`src/hw/rtl/dmmc_pkg.sv`:
```
// ----------------------------------------------------------------------------
// dmmc_pkg
// Types, codes and small helper functions shared by the distance meter mode
// controller and its channel interfaces.
// ----------------------------------------------------------------------------
package dmmc_pkg;

   // Operating modes, encoded as they appear on the mode_code field.
   typedef enum logic [2:0] {
      MODE_OFF    = 3'd0,
      MODE_IDLE   = 3'd1,
      MODE_SINGLE = 3'd2,
      MODE_AVG    = 3'd3,
      MODE_SHOW   = 3'd4
   } mode_type;

   // Display codes other than plain decimal digits.
   localparam logic [3:0] CODE_DASH = 4'd11;
   localparam logic [3:0] CODE_R    = 4'd12;
   localparam logic [3:0] CODE_E    = 4'd14;
   localparam logic [3:0] CODE_P    = 4'd15;

   // Configuration register indexes.
   localparam int unsigned CSR_INDEX_W = 3;
   localparam int unsigned CSR_DATA_W  = 16;
   localparam logic [CSR_INDEX_W-1:0] CSR_IDLE_TIMEOUT   = 3'd0;
   localparam logic [CSR_INDEX_W-1:0] CSR_SHOW_TICKS     = 3'd1;
   localparam logic [CSR_INDEX_W-1:0] CSR_SAMPLE_SPACING = 3'd2;
   localparam logic [CSR_INDEX_W-1:0] CSR_MUX_PERIOD     = 3'd3;
   localparam logic [CSR_INDEX_W-1:0] CSR_LIGHT_PERIOD   = 3'd4;
   localparam logic [CSR_INDEX_W-1:0] CSR_DARK_THRESHOLD = 3'd5;

   localparam logic [6:0] VALUE_MAX = 7'd99;

   typedef struct packed {
      logic       tick;
      logic       press_short;
      logic       press_medium;
      logic       press_long;
      logic       result_ok;
      logic       result_error;
      logic       result_out_of_range;
      logic [6:0] distance_value;
      logic [6:0] light_level;
   } req_type;

   typedef struct packed {
      logic [3:0] digit_code;
      logic       left_enable;
      logic       right_enable;
      logic       led_right;
      logic       led_left;
      logic       measure_request;
      logic [2:0] mode_code;
   } rsp_type;

   typedef struct packed {
      logic [15:0] cnt;
      logic        fire;
   } tmr_adv_type;

   typedef struct packed {
      logic [3:0] tens;
      logic [3:0] units;
   } digits_type;

   function automatic logic [6:0] clamp99(input logic [6:0] v);
      return (v > VALUE_MAX) ? VALUE_MAX : v;
   endfunction

   // One tick of a 16-bit timer. A period of zero behaves as a period of one.
   function automatic tmr_adv_type tmr_advance(input logic [15:0] cnt,
                                               input logic [15:0] period);
      tmr_adv_type res;
      logic [15:0] nxt;
      nxt = cnt + 16'd1;
      if (nxt >= period || nxt == 16'd0) begin
         res.cnt  = 16'd0;
         res.fire = 1'b1;
      end else begin
         res.cnt  = nxt;
         res.fire = 1'b0;
      end
      return res;
   endfunction

   // Splits a value of at most 99 into tens and units by threshold compares.
   function automatic digits_type split_digits(input logic [6:0] v);
      digits_type res;
      logic [3:0] t;
      logic [6:0] t10;
      t = 4'd0;
      for (int i = 1; i <= 9; i++) begin
         if (v >= 7'(10 * i)) begin
            t = 4'(i);
         end
      end
      t10 = {t, 3'b000} + {2'b00, t, 1'b0};
      res.tens  = t;
      res.units = 4'(v - t10);
      return res;
   endfunction

endpackage

```
`src/hw/rtl/dmmc_req_if.sv`:
```
// ----------------------------------------------------------------------------
// dmmc_req_if
// Input channel: one tick with button, measurement and light events.
// ----------------------------------------------------------------------------
interface dmmc_req_if;
   import dmmc_pkg::*;

   logic    valid;
   logic    ready;
   req_type data;

   modport source (output valid, output data, input ready);
   modport sink (input valid, input data, output ready);
endinterface

```
`src/hw/rtl/dmmc_rsp_if.sv`:
```
// ----------------------------------------------------------------------------
// dmmc_rsp_if
// Result channel: registered display, LED, request and mode outputs.
// ----------------------------------------------------------------------------
interface dmmc_rsp_if;
   import dmmc_pkg::*;

   logic    valid;
   logic    ready;
   rsp_type data;

   modport source (output valid, output data, input ready);
   modport sink (input valid, input data, output ready);
endinterface

```
`src/hw/rtl/dmmc_csr_if.sv`:
```
// ----------------------------------------------------------------------------
// dmmc_csr_if
// Configuration write channel: register index and write data.
// ----------------------------------------------------------------------------
interface dmmc_csr_if;
   import dmmc_pkg::*;

   logic                   valid;
   logic                   ready;
   logic [CSR_INDEX_W-1:0] index;
   logic [CSR_DATA_W-1:0]  wdata;

   modport source (output valid, output index, output wdata, input ready);
   modport sink (input valid, input index, input wdata, output ready);
endinterface

```
`src/hw/rtl/distance_meter_mode_controller_top.sv`:
```
// ----------------------------------------------------------------------------
// distance_meter_mode_controller_top
// Mode controller of a two-digit distance meter with timers and dark power-off.
// ----------------------------------------------------------------------------
// Usage:
// Each transfer on req_chan carries one step: a tick flag, button press
// events, measurement result events, the distance value and the light level.
// Every accepted step produces exactly one transfer on rsp_chan holding the
// digit code, digit enables, LEDs, measurement request and mode.
// The whole step is evaluated in the cycle it is accepted; the result sits in
// the output registers from the next cycle on, and a step can be accepted
// every cycle while the receiver takes results (throughput one step per clock).
// While a result waits on a stalled receiver, req_chan.ready stays high only
// if that result is taken in the same cycle; otherwise input is held off.
// csr_chan writes the six timing and threshold registers (index 0 to 5) and
// is always ready; writes to other indexes are ignored. Registers should only
// be written while no step is in flight.
// Reset (synchronous, active high) returns to mode off with all timers
// stopped except the display multiplex timer, and restores default settings.
// The averaging mean uses one reciprocal multiplier on the stored sum.
// ----------------------------------------------------------------------------
module distance_meter_mode_controller_top #(
   parameter int unsigned AVERAGE_SAMPLES = 9
) (
   input logic         clock,
   input logic         reset,
   dmmc_req_if.sink    req_chan,
   dmmc_rsp_if.source  rsp_chan,
   dmmc_csr_if.sink    csr_chan
);
   import dmmc_pkg::*;

   // Mean by reciprocal multiply; exact for every 10-bit sum and divisor <= 15.
   localparam int unsigned MEAN_SHIFT = 20;
   localparam int unsigned RECIP_W    = MEAN_SHIFT + 1;
   localparam logic [RECIP_W-1:0] MEAN_RECIP =
      RECIP_W'(((1 << MEAN_SHIFT) + AVERAGE_SAMPLES - 1) / AVERAGE_SAMPLES);
   localparam logic [3:0] AVG_COUNT = 4'(AVERAGE_SAMPLES);
   localparam logic [9:0] SUM_MAX   = 10'd1023;

   // Configuration registers.
   logic [15:0] idle_timeout_ff, show_ticks_ff, sample_spacing_ff, light_period_ff;
   logic [7:0]  mux_period_ff;
   logic [6:0]  dark_threshold_ff;

   // Controller state.
   mode_type    mode_ff, mode_in;
   logic [3:0]  tens_ff, tens_in, units_ff, units_in;
   logic [3:0]  sample_count_ff, sample_count_in;
   logic [9:0]  sample_sum_ff, sample_sum_in;
   logic [6:0]  light_latched_ff, light_latched_in;
   logic        dark_off_ff, dark_off_in;
   logic        display_on_ff, display_on_in;
   logic        prompt_shown_ff, prompt_shown_in;
   logic        mux_phase_ff, mux_phase_in;

   logic [15:0] idle_cnt_ff, idle_cnt_in, show_cnt_ff, show_cnt_in;
   logic [15:0] sample_cnt_ff, sample_cnt_in, light_cnt_ff, light_cnt_in;
   logic [7:0]  mux_cnt_ff, mux_cnt_in;
   logic        idle_run_ff, idle_run_in, show_run_ff, show_run_in;
   logic        sample_run_ff, sample_run_in, light_run_ff, light_run_in;
   logic        idle_exp_ff, idle_exp_in, show_exp_ff, show_exp_in;
   logic        sample_exp_ff, sample_exp_in, mux_exp_ff, mux_exp_in;

   logic [3:0]  digit_ff, digit_in;
   logic        left_ff, left_in, right_ff, right_in;
   logic        led_r_ff, led_r_in, led_l_ff, led_l_in, meas_req_ff, meas_req_in;
   logic        rsp_valid_ff;

   logic        req_fire, csr_fire;
   logic [6:0]  dist_val, light;
   logic [10:0] sum_ext;
   logic [RECIP_W+9:0] mean_prod;
   logic [10:0] mean_full;
   logic [6:0]  mean;
   logic [7:0]  mux_nxt;
   tmr_adv_type idle_adv, show_adv, sample_adv, light_adv;
   digits_type  dist_digits, mean_digits;

   assign req_chan.ready = !rsp_valid_ff || rsp_chan.ready;
   assign req_fire       = req_chan.valid && req_chan.ready;
   assign csr_chan.ready = 1'b1;
   assign csr_fire       = csr_chan.valid;

   assign dist_val = clamp99(req_chan.data.distance_value);
   assign light    = clamp99(req_chan.data.light_level);

   assign mean_prod   = sample_sum_ff * MEAN_RECIP;
   assign mean_full   = mean_prod[MEAN_SHIFT+10:MEAN_SHIFT];
   assign mean        = (mean_full > 11'(VALUE_MAX)) ? VALUE_MAX : mean_full[6:0];
   assign mean_digits = split_digits(mean);
   assign dist_digits = split_digits(dist_val);
   assign sum_ext     = {1'b0, sample_sum_ff} + {4'b0000, dist_val};

   assign idle_adv   = tmr_advance(idle_cnt_ff, idle_timeout_ff);
   assign show_adv   = tmr_advance(show_cnt_ff, show_ticks_ff);
   assign sample_adv = tmr_advance(sample_cnt_ff, sample_spacing_ff);
   assign light_adv  = tmr_advance(light_cnt_ff, light_period_ff);
   assign mux_nxt    = mux_cnt_ff + 8'd1;

   always_comb begin
      mode_in          = mode_ff;
      tens_in          = tens_ff;
      units_in         = units_ff;
      sample_count_in  = sample_count_ff;
      sample_sum_in    = sample_sum_ff;
      light_latched_in = light_latched_ff;
      dark_off_in      = dark_off_ff;
      display_on_in    = display_on_ff;
      prompt_shown_in  = prompt_shown_ff;
      mux_phase_in     = mux_phase_ff;
      idle_cnt_in      = idle_cnt_ff;
      show_cnt_in      = show_cnt_ff;
      sample_cnt_in    = sample_cnt_ff;
      light_cnt_in     = light_cnt_ff;
      mux_cnt_in       = mux_cnt_ff;
      idle_run_in      = idle_run_ff;
      show_run_in      = show_run_ff;
      sample_run_in    = sample_run_ff;
      light_run_in     = light_run_ff;
      idle_exp_in      = idle_exp_ff;
      show_exp_in      = show_exp_ff;
      sample_exp_in    = sample_exp_ff;
      mux_exp_in       = mux_exp_ff;
      digit_in         = digit_ff;
      left_in          = left_ff;
      right_in         = right_ff;
      led_r_in         = led_r_ff;
      led_l_in         = led_l_ff;
      meas_req_in      = meas_req_ff;

      // Timers advance first; one-shot timers stop when they fire.
      if (req_chan.data.tick) begin
         if (idle_run_ff) begin
            idle_cnt_in = idle_adv.cnt;
            if (idle_adv.fire) begin
               idle_run_in = 1'b0;
               idle_exp_in = 1'b1;
            end
         end
         if (show_run_ff) begin
            show_cnt_in = show_adv.cnt;
            if (show_adv.fire) begin
               show_run_in = 1'b0;
               show_exp_in = 1'b1;
            end
         end
         if (sample_run_ff) begin
            sample_cnt_in = sample_adv.cnt;
            if (sample_adv.fire) begin
               sample_run_in = 1'b0;
               sample_exp_in = 1'b1;
            end
         end
         if (mux_nxt >= mux_period_ff || mux_nxt == 8'd0) begin
            mux_cnt_in = 8'd0;
            mux_exp_in = 1'b1;
         end else begin
            mux_cnt_in = mux_nxt;
         end
         if (light_run_ff) begin
            light_cnt_in = light_adv.cnt;
            if (light_adv.fire) begin
               light_latched_in = light;
            end
         end
      end

      // Display multiplexing alternates tens and units.
      if (mux_exp_in && (display_on_ff || prompt_shown_ff)) begin
         if (mux_phase_ff) begin
            right_in = 1'b0;
            digit_in = display_on_ff ? tens_ff : CODE_P;
            left_in  = 1'b1;
         end else begin
            left_in  = 1'b0;
            digit_in = units_ff;
            right_in = 1'b1;
         end
         mux_phase_in = !mux_phase_ff;
         mux_exp_in   = 1'b0;
      end

      unique case (mode_ff)
         MODE_OFF: begin
            if ((req_chan.data.press_long && !dark_off_ff) ||
                (light_latched_in > dark_threshold_ff && dark_off_ff)) begin
               light_cnt_in  = 16'd0;
               light_run_in  = 1'b1;
               display_on_in = 1'b1;
               mode_in       = MODE_IDLE;
               tens_in       = CODE_DASH;
               units_in      = CODE_DASH;
               idle_cnt_in   = 16'd0;
               idle_run_in   = 1'b1;
               dark_off_in   = 1'b0;
            end
         end
         MODE_IDLE: begin
            priority if (req_chan.data.press_short) begin
               mode_in     = MODE_SINGLE;
               idle_cnt_in = 16'd0;
               idle_run_in = 1'b0;
               meas_req_in = 1'b1;
               led_r_in    = 1'b1;
            end else if (req_chan.data.press_medium) begin
               mode_in         = MODE_AVG;
               idle_cnt_in     = 16'd0;
               idle_run_in     = 1'b0;
               sample_cnt_in   = 16'd0;
               sample_run_in   = 1'b1;
               sample_count_in = 4'd0;
               sample_sum_in   = 10'd0;
               led_l_in        = 1'b1;
               units_in        = CODE_R;
               display_on_in   = 1'b0;
               prompt_shown_in = 1'b1;
            end else if (req_chan.data.press_long || idle_exp_in ||
                         light_latched_in <= dark_threshold_ff) begin
               // Power off; an idle expiry is consumed, darkness is remembered.
               mode_in       = MODE_OFF;
               display_on_in = 1'b0;
               left_in       = 1'b0;
               right_in      = 1'b0;
               idle_cnt_in   = 16'd0;
               idle_run_in   = 1'b0;
               led_l_in      = 1'b0;
               led_r_in      = 1'b0;
               if (!req_chan.data.press_long) begin
                  if (idle_exp_in) begin
                     idle_exp_in = 1'b0;
                  end else begin
                     dark_off_in = 1'b1;
                  end
               end
            end
         end
         MODE_SINGLE: begin
            if (req_chan.data.result_error || req_chan.data.result_out_of_range ||
                req_chan.data.result_ok) begin
               priority if (req_chan.data.result_error) begin
                  units_in = CODE_R;
                  tens_in  = CODE_E;
               end else if (req_chan.data.result_out_of_range) begin
                  units_in = CODE_R;
                  tens_in  = 4'd0;
               end else begin
                  tens_in  = dist_digits.tens;
                  units_in = dist_digits.units;
               end
               mode_in     = MODE_SHOW;
               show_cnt_in = 16'd0;
               show_run_in = 1'b1;
               meas_req_in = 1'b0;
            end
         end
         MODE_SHOW: begin
            if (show_exp_in) begin
               mode_in     = MODE_IDLE;
               idle_cnt_in = 16'd0;
               idle_run_in = 1'b1;
               units_in    = CODE_DASH;
               tens_in     = CODE_DASH;
               led_r_in    = 1'b0;
               show_exp_in = 1'b0;
            end
            meas_req_in = 1'b0;
         end
         MODE_AVG: begin
            priority if (sample_exp_in && sample_count_ff < AVG_COUNT) begin
               sample_count_in = sample_count_ff + 4'd1;
               meas_req_in     = 1'b1;
               sample_sum_in   = (sum_ext > {1'b0, SUM_MAX}) ? SUM_MAX : sum_ext[9:0];
               sample_exp_in   = 1'b0;
               sample_cnt_in   = 16'd0;
               sample_run_in   = 1'b1;
            end else if (sample_count_ff >= AVG_COUNT) begin
               sample_cnt_in   = 16'd0;
               sample_run_in   = 1'b0;
               prompt_shown_in = 1'b0;
               display_on_in   = 1'b1;
               mode_in         = MODE_SHOW;
               tens_in         = mean_digits.tens;
               units_in        = mean_digits.units;
               sample_sum_in   = 10'd0;
               show_cnt_in     = 16'd0;
               show_run_in     = 1'b1;
               led_l_in        = 1'b0;
            end
         end
         default: begin
         end
      endcase
   end

   always_ff @(posedge clock) begin
      if (reset) begin
         idle_timeout_ff   <= 16'd30000;
         show_ticks_ff     <= 16'd5000;
         sample_spacing_ff <= 16'd400;
         mux_period_ff     <= 8'd4;
         light_period_ff   <= 16'd1000;
         dark_threshold_ff <= 7'd10;
      end else if (csr_fire) begin
         unique case (csr_chan.index)
            CSR_IDLE_TIMEOUT:   idle_timeout_ff   <= csr_chan.wdata;
            CSR_SHOW_TICKS:     show_ticks_ff     <= csr_chan.wdata;
            CSR_SAMPLE_SPACING: sample_spacing_ff <= csr_chan.wdata;
            CSR_MUX_PERIOD:     mux_period_ff     <= csr_chan.wdata[7:0];
            CSR_LIGHT_PERIOD:   light_period_ff   <= csr_chan.wdata;
            CSR_DARK_THRESHOLD: dark_threshold_ff <= csr_chan.wdata[6:0];
            default: begin
            end
         endcase
      end
   end

   always_ff @(posedge clock) begin
      if (reset) begin
         mode_ff          <= MODE_OFF;
         tens_ff          <= 4'd0;
         units_ff         <= 4'd0;
         sample_count_ff  <= 4'd0;
         sample_sum_ff    <= 10'd0;
         light_latched_ff <= 7'd0;
         dark_off_ff      <= 1'b0;
         display_on_ff    <= 1'b0;
         prompt_shown_ff  <= 1'b0;
         mux_phase_ff     <= 1'b1;
         idle_cnt_ff      <= 16'd0;
         show_cnt_ff      <= 16'd0;
         sample_cnt_ff    <= 16'd0;
         light_cnt_ff     <= 16'd0;
         mux_cnt_ff       <= 8'd0;
         idle_run_ff      <= 1'b0;
         show_run_ff      <= 1'b0;
         sample_run_ff    <= 1'b0;
         light_run_ff     <= 1'b0;
         idle_exp_ff      <= 1'b0;
         show_exp_ff      <= 1'b0;
         sample_exp_ff    <= 1'b0;
         mux_exp_ff       <= 1'b0;
         digit_ff         <= 4'd0;
         left_ff          <= 1'b0;
         right_ff         <= 1'b0;
         led_r_ff         <= 1'b0;
         led_l_ff         <= 1'b0;
         meas_req_ff      <= 1'b0;
      end else if (req_fire) begin
         mode_ff          <= mode_in;
         tens_ff          <= tens_in;
         units_ff         <= units_in;
         sample_count_ff  <= sample_count_in;
         sample_sum_ff    <= sample_sum_in;
         light_latched_ff <= light_latched_in;
         dark_off_ff      <= dark_off_in;
         display_on_ff    <= display_on_in;
         prompt_shown_ff  <= prompt_shown_in;
         mux_phase_ff     <= mux_phase_in;
         idle_cnt_ff      <= idle_cnt_in;
         show_cnt_ff      <= show_cnt_in;
         sample_cnt_ff    <= sample_cnt_in;
         light_cnt_ff     <= light_cnt_in;
         mux_cnt_ff       <= mux_cnt_in;
         idle_run_ff      <= idle_run_in;
         show_run_ff      <= show_run_in;
         sample_run_ff    <= sample_run_in;
         light_run_ff     <= light_run_in;
         idle_exp_ff      <= idle_exp_in;
         show_exp_ff      <= show_exp_in;
         sample_exp_ff    <= sample_exp_in;
         mux_exp_ff       <= mux_exp_in;
         digit_ff         <= digit_in;
         left_ff          <= left_in;
         right_ff         <= right_in;
         led_r_ff         <= led_r_in;
         led_l_ff         <= led_l_in;
         meas_req_ff      <= meas_req_in;
      end
   end

   // The output registers are the controller's own output state; they only
   // change on an accepted step, so they hold while a result is stalled.
   always_ff @(posedge clock) begin
      if (reset) begin
         rsp_valid_ff <= 1'b0;
      end else if (req_fire) begin
         rsp_valid_ff <= 1'b1;
      end else if (rsp_chan.ready) begin
         rsp_valid_ff <= 1'b0;
      end
   end

   assign rsp_chan.valid                = rsp_valid_ff;
   assign rsp_chan.data.digit_code      = digit_ff;
   assign rsp_chan.data.left_enable     = left_ff;
   assign rsp_chan.data.right_enable    = right_ff;
   assign rsp_chan.data.led_right       = led_r_ff;
   assign rsp_chan.data.led_left        = led_l_ff;
   assign rsp_chan.data.measure_request = meas_req_ff;
   assign rsp_chan.data.mode_code       = mode_ff;

   a_one_digit_enabled: assert property (@(posedge clock) disable iff (reset)
      !(left_ff && right_ff))
      else $error("both display digits enabled");

   a_single_led: assert property (@(posedge clock) disable iff (reset)
      mode_ff == MODE_SINGLE |-> led_r_ff)
      else $error("single mode without its indicator LED");

   a_avg_led: assert property (@(posedge clock) disable iff (reset)
      mode_ff == MODE_AVG |-> led_l_ff && !display_on_ff)
      else $error("averaging mode with wrong LED or display state");

   a_sample_bound: assert property (@(posedge clock) disable iff (reset)
      sample_count_ff <= AVG_COUNT)
      else $error("sample count beyond the averaging length");

   a_result_follows: assert property (@(posedge clock) disable iff (reset)
      req_fire |=> rsp_valid_ff)
      else $error("accepted step produced no result");

endmodule

```
`src/flat_wrapper.sv`:
```
// flat-port wrapper written by rule: the top's interface ports become plain ports
module distance_meter_mode_controller_top_flat import dmmc_pkg::*;
#(
   parameter int unsigned AVERAGE_SAMPLES = 9
)
  (clock, reset, req_chan_valid, req_chan_data, req_chan_ready, rsp_chan_valid, rsp_chan_data, rsp_chan_ready, csr_chan_valid, csr_chan_index, csr_chan_wdata, csr_chan_ready);
  dmmc_req_if req_chan_i ();
  dmmc_rsp_if rsp_chan_i ();
  dmmc_csr_if csr_chan_i ();
  input logic clock;
  input logic reset;
  input wire logic [$bits(req_chan_i.valid)-1:0] req_chan_valid;
  input wire logic [$bits(req_chan_i.data)-1:0] req_chan_data;
  output wire logic [$bits(req_chan_i.ready)-1:0] req_chan_ready;
  output wire logic [$bits(rsp_chan_i.valid)-1:0] rsp_chan_valid;
  output wire logic [$bits(rsp_chan_i.data)-1:0] rsp_chan_data;
  input wire logic [$bits(rsp_chan_i.ready)-1:0] rsp_chan_ready;
  input wire logic [$bits(csr_chan_i.valid)-1:0] csr_chan_valid;
  input wire logic [$bits(csr_chan_i.index)-1:0] csr_chan_index;
  input wire logic [$bits(csr_chan_i.wdata)-1:0] csr_chan_wdata;
  output wire logic [$bits(csr_chan_i.ready)-1:0] csr_chan_ready;
  assign req_chan_i.valid = req_chan_valid;
  assign req_chan_i.data = req_chan_data;
  assign req_chan_ready = req_chan_i.ready;
  assign rsp_chan_valid = rsp_chan_i.valid;
  assign rsp_chan_data = rsp_chan_i.data;
  assign rsp_chan_i.ready = rsp_chan_ready;
  assign csr_chan_i.valid = csr_chan_valid;
  assign csr_chan_i.index = csr_chan_index;
  assign csr_chan_i.wdata = csr_chan_wdata;
  assign csr_chan_ready = csr_chan_i.ready;
  distance_meter_mode_controller_top #(.AVERAGE_SAMPLES(AVERAGE_SAMPLES)) u_core (.clock(clock), .reset(reset), .req_chan(req_chan_i), .rsp_chan(rsp_chan_i), .csr_chan(csr_chan_i));
endmodule
```
`config.mk`:
```
export PLATFORM = sky130hd
export DESIGN_NAME = distance_meter_mode_controller_top_flat
export DESIGN_NICKNAME = d
export VERILOG_FILES = /design/src/hw/rtl/dmmc_pkg.sv /design/src/hw/rtl/dmmc_req_if.sv /design/src/hw/rtl/dmmc_rsp_if.sv /design/src/hw/rtl/dmmc_csr_if.sv /design/src/hw/rtl/distance_meter_mode_controller_top.sv /design/src/flat_wrapper.sv
export SDC_FILE = /design/constraint.sdc
export NUM_CORES = 1
export LEC_CHECK = 0
export ABC_AREA = 1
export BUFFER_PORTS_ARGS = -buffer_cell sky130_fd_sc_hd__buf_2
export CAP_MARGIN = 20
export CORE_UTILIZATION = 61
export CTS_CLUSTER_SIZE = 28
export DETAILED_ROUTE_END_ITERATION = 8
export PLACE_DENSITY = 0.79
export RECOVER_POWER = 50
export SLEW_MARGIN = 15
export SYNTH_ARGS = -nofsm -noshare
export SYNTH_HDL_FRONTEND = slang
export SYNTH_SLANG_ARGS = --single-unit
```
`constraint.sdc`:
```
create_clock -name clock -period 6.7 [get_ports clock]
set_input_delay 2.01 -clock clock [delete_from_list [all_inputs] [get_ports clock]]
set_output_delay 2.01 -clock clock [all_outputs]
set_load 0.02 [all_outputs]
```
## Word-level counts from Yosys, hierarchy flattened

Index checks and enable logic that the tools add are counted.

| storage, ports and cells | value |
|---|---|
| bits of input ports | 45 |
| word-level logic and storage cells | 340 |
| bits in registers | 205 |
| output and inout port bits | 15 |

| cells by class | value |
|---|---|
| $add $sub $neg | 11 |
| eq/ne operators | 27 |
| reduce and logical (&&, ||, !) cells | 55 |
| mux-type cells | 179 |
| multiply operators | 1 |
| magnitude comparators | 31 |

Operators by type and width:

| cell | count |
|---|---|
| 2-to-1 mux 16 bit | 22 |
| 2-to-1 mux 4 bit | 23 |
| 2-to-1 mux 1 bit | 81 |
| 2-to-1 mux 17 bit | 4 |
| adder 16 x 1 -> 16 bit (second input constant) | 4 |
| greater-or-equal comparator 16 bit | 4 |
| logical NOT 16 bit | 4 |
| one-hot mux 16 bit (2 select lines) | 2 |
| 2-to-1 mux 10 bit | 5 |
| 2-to-1 mux 3 bit | 16 |
| one-hot mux 16 bit (3 select lines) | 1 |
| greater-or-equal comparator 7 x 6 -> 1 bit (second input constant) | 6 |
| greater-or-equal comparator 7 bit (second input constant) | 6 |
| 2-to-1 mux 7 bit | 6 |
| greater-or-equal comparator 7 x 5 -> 1 bit (second input constant) | 4 |
| multiplier 10 x 17 -> 27 bit (second input constant) | 1 |
| > comparator 7 bit (second input constant) | 3 |
| one-hot mux 10 bit (2 select lines) | 1 |
| one-hot mux 4 bit (5 select lines) | 1 |
| AND reduction 5 bit | 4 |
| one-hot mux 4 bit (4 select lines) | 1 |
| AND reduction 2 bit | 8 |
| AND reduction 8 bit | 2 |
| one-hot mux 3 bit (5 select lines) | 1 |
| other kinds (40) | 94 |

## Logic depth before layout (Yosys ltp)

| logic depth | value |
|---|---|
| word-level depth | 18 |
| gate-level depth with buffers | 40 |
| depth with buffers taken out | 40 |

## Worst setup path before layout

OpenSTA, ideal clock, no wires.

| timing | value |
|---|---|
| kind | register to register |
| from | register u_core.sample_sum_ff[8] |
| to | register u_core.units_ff[3] |
| slack | 1.251 ns |
| data arrival time | 5.330 ns |
| clock period less this slack | 5.449 ns |
| path buffers | 0 |
| data required time | 6.581 ns |
| stages on the path, launching flop included | 32 |
| setup time | 0.119 ns |
| path through | dfxtp_1 > inv_1 > ha_1 > inv_1 > fa_1 > inv_1 > fa_1 > fa_1 > fa_1 > inv_1 > ha_1 > nand2_1 > nor2_1 > nand2_1 > nor2_1 > nand2_1 > nand4_1 > nand2_1 > nor2_2 > nand2_1 > nand2_1 > nand2_1 > nand2_1 > nand2_1 > or2_0 > a21oi_1 > ha_1 > xor2_1 > xor2_1 > o211ai_1 > nand3_1 > a21oi_1 |

| on the way | value |
|---|---|
| word-level cells in the longest chain between the ends | 18 |
| elaborated cells between the ends (all ways) | 26 |
| those cells by class | add/sub: 2; mul: 1; order compare: 10; mux: 13 |

RTL lines:

| what | RTL line | text |
|---|---|---|
| start, declared | distance_meter_mode_controller_top.sv:50 | `logic [9:0] sample_sum_ff, sample_sum_in;` |
| start signal, assigned | distance_meter_mode_controller_top.sv:354 | `sample_sum_ff <= sample_sum_in;` |
| multiplier 10 x 17 -> 27 bit (*) | distance_meter_mode_controller_top.sv:88 | `assign mean_prod = sample_sum_ff * MEAN_RECIP;` |
| > comparator 7 bit | distance_meter_mode_controller_top.sv:90 | `assign mean = (mean_full > 11'(VALUE_MAX)) ? VALUE_MAX : mean_full[6:0];` |
| 2-to-1 mux 7 bit (*) | distance_meter_mode_controller_top.sv:90 |  |
| greater-or-equal comparator 7 x 4 -> 1 bit | dmmc_pkg.sv:94 | `if (v >= 7'(10 * i)) begin` |
| 2-to-1 mux 1 bit | dmmc_pkg.sv:94 |  |
| 2-to-1 mux 2 bit (2 in a row) | dmmc_pkg.sv:94 |  |
| 2-to-1 mux 3 bit (4 in a row) | dmmc_pkg.sv:94 |  |
| 2-to-1 mux 4 bit (2 in a row) | dmmc_pkg.sv:94 |  |
| adder 4 bit | dmmc_pkg.sv:98 | `t10 = {t, 3'b000} + {2'b00, t, 1'b0};` |
| subtractor 4 bit (*) | dmmc_pkg.sv:100 | `res.units = 4'(v - t10);` |
| 2-to-1 mux 4 bit (*) | distance_meter_mode_controller_top.sv:277 | `end else if (sample_count_ff >= AVG_COUNT) begin` |
| 2-to-1 mux 4 bit (*) | distance_meter_mode_controller_top.sv:270 | `priority if (sample_exp_in && sample_count_ff < AVG_COUNT) begin` |
| one-hot mux 4 bit (5 select lines) (*) | distance_meter_mode_controller_top.sv:184 | `unique case (mode_ff)` |
| end signal, assigned | distance_meter_mode_controller_top.sv:352 | `units_ff <= units_in;` |
| end, declared | distance_meter_mode_controller_top.sv:48 | `logic [3:0] tens_ff, tens_in, units_ff, units_in;` |

Every way passes the cells marked *; elsewhere a longest branch is shown, timed or not. The select of a mux whose other input is x is not followed.
A chain may end at the register's enable or synchronous reset.

## Final worst setup path

| timing | value |
|---|---|
| from | input port rsp_chan_ready |
| to | register u_core.digit_ff[1] |

| on the way | value |
|---|---|
| word-level cells in the longest chain between the ends | 3 |

RTL lines:

| what | RTL line | text |
|---|---|---|
| start, declared | flat_wrapper.sv:17 | `input wire logic [$bits(rsp_chan_i.ready)-1:0] rsp_chan_ready;` |
| logical OR 1 bit | distance_meter_mode_controller_top.sv:80 | `assign req_chan.ready = !rsp_valid_ff \|\| rsp_chan.ready;` |
| logical AND 1 bit | distance_meter_mode_controller_top.sv:81 | `assign req_fire = req_chan.valid && req_chan.ready;` |
| AND reduction 2 bit (no line) | n/a |  |
| end signal, assigned | distance_meter_mode_controller_top.sv:373 | `digit_ff <= digit_in;` |
| end, declared | distance_meter_mode_controller_top.sv:65 | `logic [3:0] digit_ff, digit_in;` |

Every way passes these cells.

==> results.txt <==
Pin count of the biggest net entering global routing: 91
Cell variety after synth: 69
Htree depth: 1
Worst Hold Launch: u_core.mux_period_ff[5]
R2R depth: 31
Setup TNS: 0 ps
Flops & latches, synth: 205
CTS tree: built
Crit path time final: 6119 ps
Ys async rst share: 0%
Final net count: 2650
Psw: 979.6 uW
Residual DRC count: 4
ANT nets after route: 0
Internal Power: 2242 uW
CTS Hold Buffers Added: 0
Clock skew: 16.79 ps
GPL Wtd Cong: 0.9323
Layout cell share with drive strength beyond 1: 6.929%
Max-cap viol count: 2
CP endpoint kind: flop
Status: finished, violations left
Clock latency on the worst-skew pair: 530 ps
Clock network power share: 42.0%
Mapped Cells: 2376
Sequential share of power: 40.2%
Drt first-iter violations: 1195
Final Setup Violations: 0
GRT overflow: 0
Required time worst endpoint: 7070 ps
Max Buffers Root-to-Sink: 3
Reg2reg end: u_core.units_ff[3]
Ys flop type: dfxtp_1
Slew headroom: -165.4%
Worst-margin pin slew: 3981 ps
Peak supply drop: 0.1606 mV
Sw Ratio: 30.41%
Core area: 26210 um2
Post-Syn Area: 16340 um2
Vias/cell: 5.585
Row Count: 59
EDFF count, synth: 0
Hold path endpoint: u_core.mux_period_ff[5]
Synth top area share: 25.11%
CTS resizes: 0
RSZ-0062 raised after global routing: no
Wirelength per Cell: 15.51 um
Vias in the first global route: 14710
Antenna Cells: 0
DIE HEIGHT: 165.7 um
Initial Util: 62.36%
Reg2Reg Launch Point: u_core.sample_sum_ff[8]
HPWL after DPL: 32290 um
Failing checks: design-rule violations, max-capacitance violations, max-slew violations
Setup bufs post-CTS: 0
Area grow syn2layout: 7.373%
First-pass GRT wire length: 70620 um
IO Count: 60
Leakage: 0.008566 uW
IO Port Bufs: 58
Worst Path Arrival: 6490 ps
DRT Pass-1 Iters: 8
Vias post-DR: 15330
R2r setup slk: 580 ps
Total CTS buffers: 24
Final wirelength: 42590 um
Yosys synthesis warning count: 0
Initial antenna violation count: 0
Yosys top cell by area: dfxtp_1
Total die area: 27450 um2
Crit Path Class: primary input to flop
Final Cycle Share: 91.33%
Syn Area/Cell: 6.878 um2
Final Max Slew Viols: 175
Final Hold Violating Endpoints: 0
CTS sink cnt: 205
Hold WS: 463.1 ps
F_max: 163.4 MHz
All-Layer GR Usage: 30.85%
Worst Path Max Fanout: 83
Crit path launch type: primary input
Hold Crit Class: flop to flop
Clk root buf: clkbuf_16
Register clock-pin slew on the reported worst setup and hold paths: 60 ps
Top cells by area, synth: dfxtp_1 25%, ha_1 13%, nand2_1 11%, inv_1 10%, a21oi_1 7.1%
WHS Path Cells: 2
Synth Net Count: 2633
Pwr per Cell Area: 183.6 nW/um2
Die Width: 165.7 um
Post-synthesis sequential area ratio: 25.11%
Logic pwr share: 17.8%
## final cells by class
type / count / area, um2
clock inverters: 7 / 77.57
inverters: 461 / 1730
repair buffers: 64 / 310.3
fillers: 2359 / 8658
well taps: 335 / 419.2
multi-input cells: 1637 / 10160
clock buffers: 36 / 745.7
flip-flops and latches: 205 / 4104
## placed cells by master (no fill, tap or decap), drive strengths merged, types with 52 or more instances in the layout
| master | n |
|---|---|
| inv | 460 |
| dfxtp | 205 |
| o21ai | 169 |
| nand2 | 498 |
| clkbuf | 52 |
| nand3 | 127 |
| xor2 | 58 |
| nor2 | 150 |
| ha | 175 |
| a21oi | 235 |
## through the flow
stage / power (uW) / utilization [%] / std cells / instance area (um2) / worst slack (ps)
finish: 3222 / 66.96 / 2745 / 17550 / 581.1
detailed placement: 1883 / 63.96 / 2702 / 16760 / 663.6
global placement: 1866 / 63.96 / 2702 / 16760 / 853.8
CTS: 3221 / 67.10 / 2745 / 17590 / 636.5
global route: 3356 / 66.96 / 2745 / 17550 / 0.8074
floorplan: 1728 / - / 2376 / 16340 / 1251
## routing by layer
metal	GRT usage (%)	routed length [um]
met2	52.54	20260
met5	0	0
met4	11.01	1316
met1	40.25	18450
met3	3.728	2559
## worst max-delay path by stage
stage	slack (ps)	endpoint	startpoint
2_1_floorplan	1250	u_core.units_ff[3]	u_core.sample_sum_ff[8]
3_3_place_gp	850	u_core.units_ff[3]	u_core.sample_sum_ff[8]
3_5_place_dp	660	u_core.units_ff[3]	u_core.sample_sum_ff[8]
4_1_cts	640	u_core.units_ff[3]	u_core.sample_sum_ff[8]
5_1_grt	0.8	u_core.units_ff[3]	u_core.sample_sum_ff[8]
6_report	580	u_core.digit_ff[1]	rsp_chan_ready
## sequential cells by signal, indices dropped and copies added (netlist names), 3 cells and up
signal	cells
u_core.dark_threshold_ff	7
u_core.digit_ff	4
u_core.idle_cnt_ff	16
u_core.idle_timeout_ff	16
u_core.light_cnt_ff	16
u_core.light_latched_ff	7
u_core.light_period_ff	16
u_core.mode_ff	3
u_core.mux_cnt_ff	8
u_core.mux_period_ff	8
u_core.sample_cnt_ff	16
u_core.sample_count_ff	4
u_core.sample_spacing_ff	16
u_core.sample_sum_ff	10
u_core.show_cnt_ff	16
u_core.show_ticks_ff	16
u_core.tens_ff	4
u_core.units_ff	4
## logic make-up (layout without fill, tap and decap cells)
family	after synthesis	after routing	share of synthesized area [%]
AND/OR/NAND/NOR	847	847	23.11
buffers and inverters	534	568	12.67
AO/OA/AOI/OAI	512	512	17.57
adder cells (fa/ha/maj)	212	212	17.93
flip-flops	205	205	25.11
XOR/XNOR	64	64	3.522
other	1	1	0.02295
multiplexers	1	1	0.06125
## critical path, cell delays in order
cell	delay, ps
buf_2	100
inv_1	40
nand2_1	70
nand2_1	240
clkbuf_1	2810
nor2_1	710
o21ai_0	440
a31oi_1	70
## power groups by stage
stage | Sequential (uW) | Clock (uW) | Combinational, uW
2_1_floorplan | 1320 | 0 | 413
3_5_place_dp | 1320 | 0 | 563
6_report | 1300 | 1350 | 573
4_1_cts | 1290 | 1360 | 566
3_3_place_gp | 1320 | 0 | 547
5_1_grt | 1300 | 1420 | 639
## synthesized netlist by cell type (all sizes together), types with 9 or more instances
library cell,n
ha,175
fa,37
buf,25
nor2,150
o31ai,9
o22ai,13
a22o,9
nand2,498
xor2,58
clkbuf,48
o211ai,41
inv,458
nand3,127
a21oi,235
nand4,21
dfxtp,205
o21ai,169
nor3,30
No activity file was read; power rests on OpenSTA's default activity.
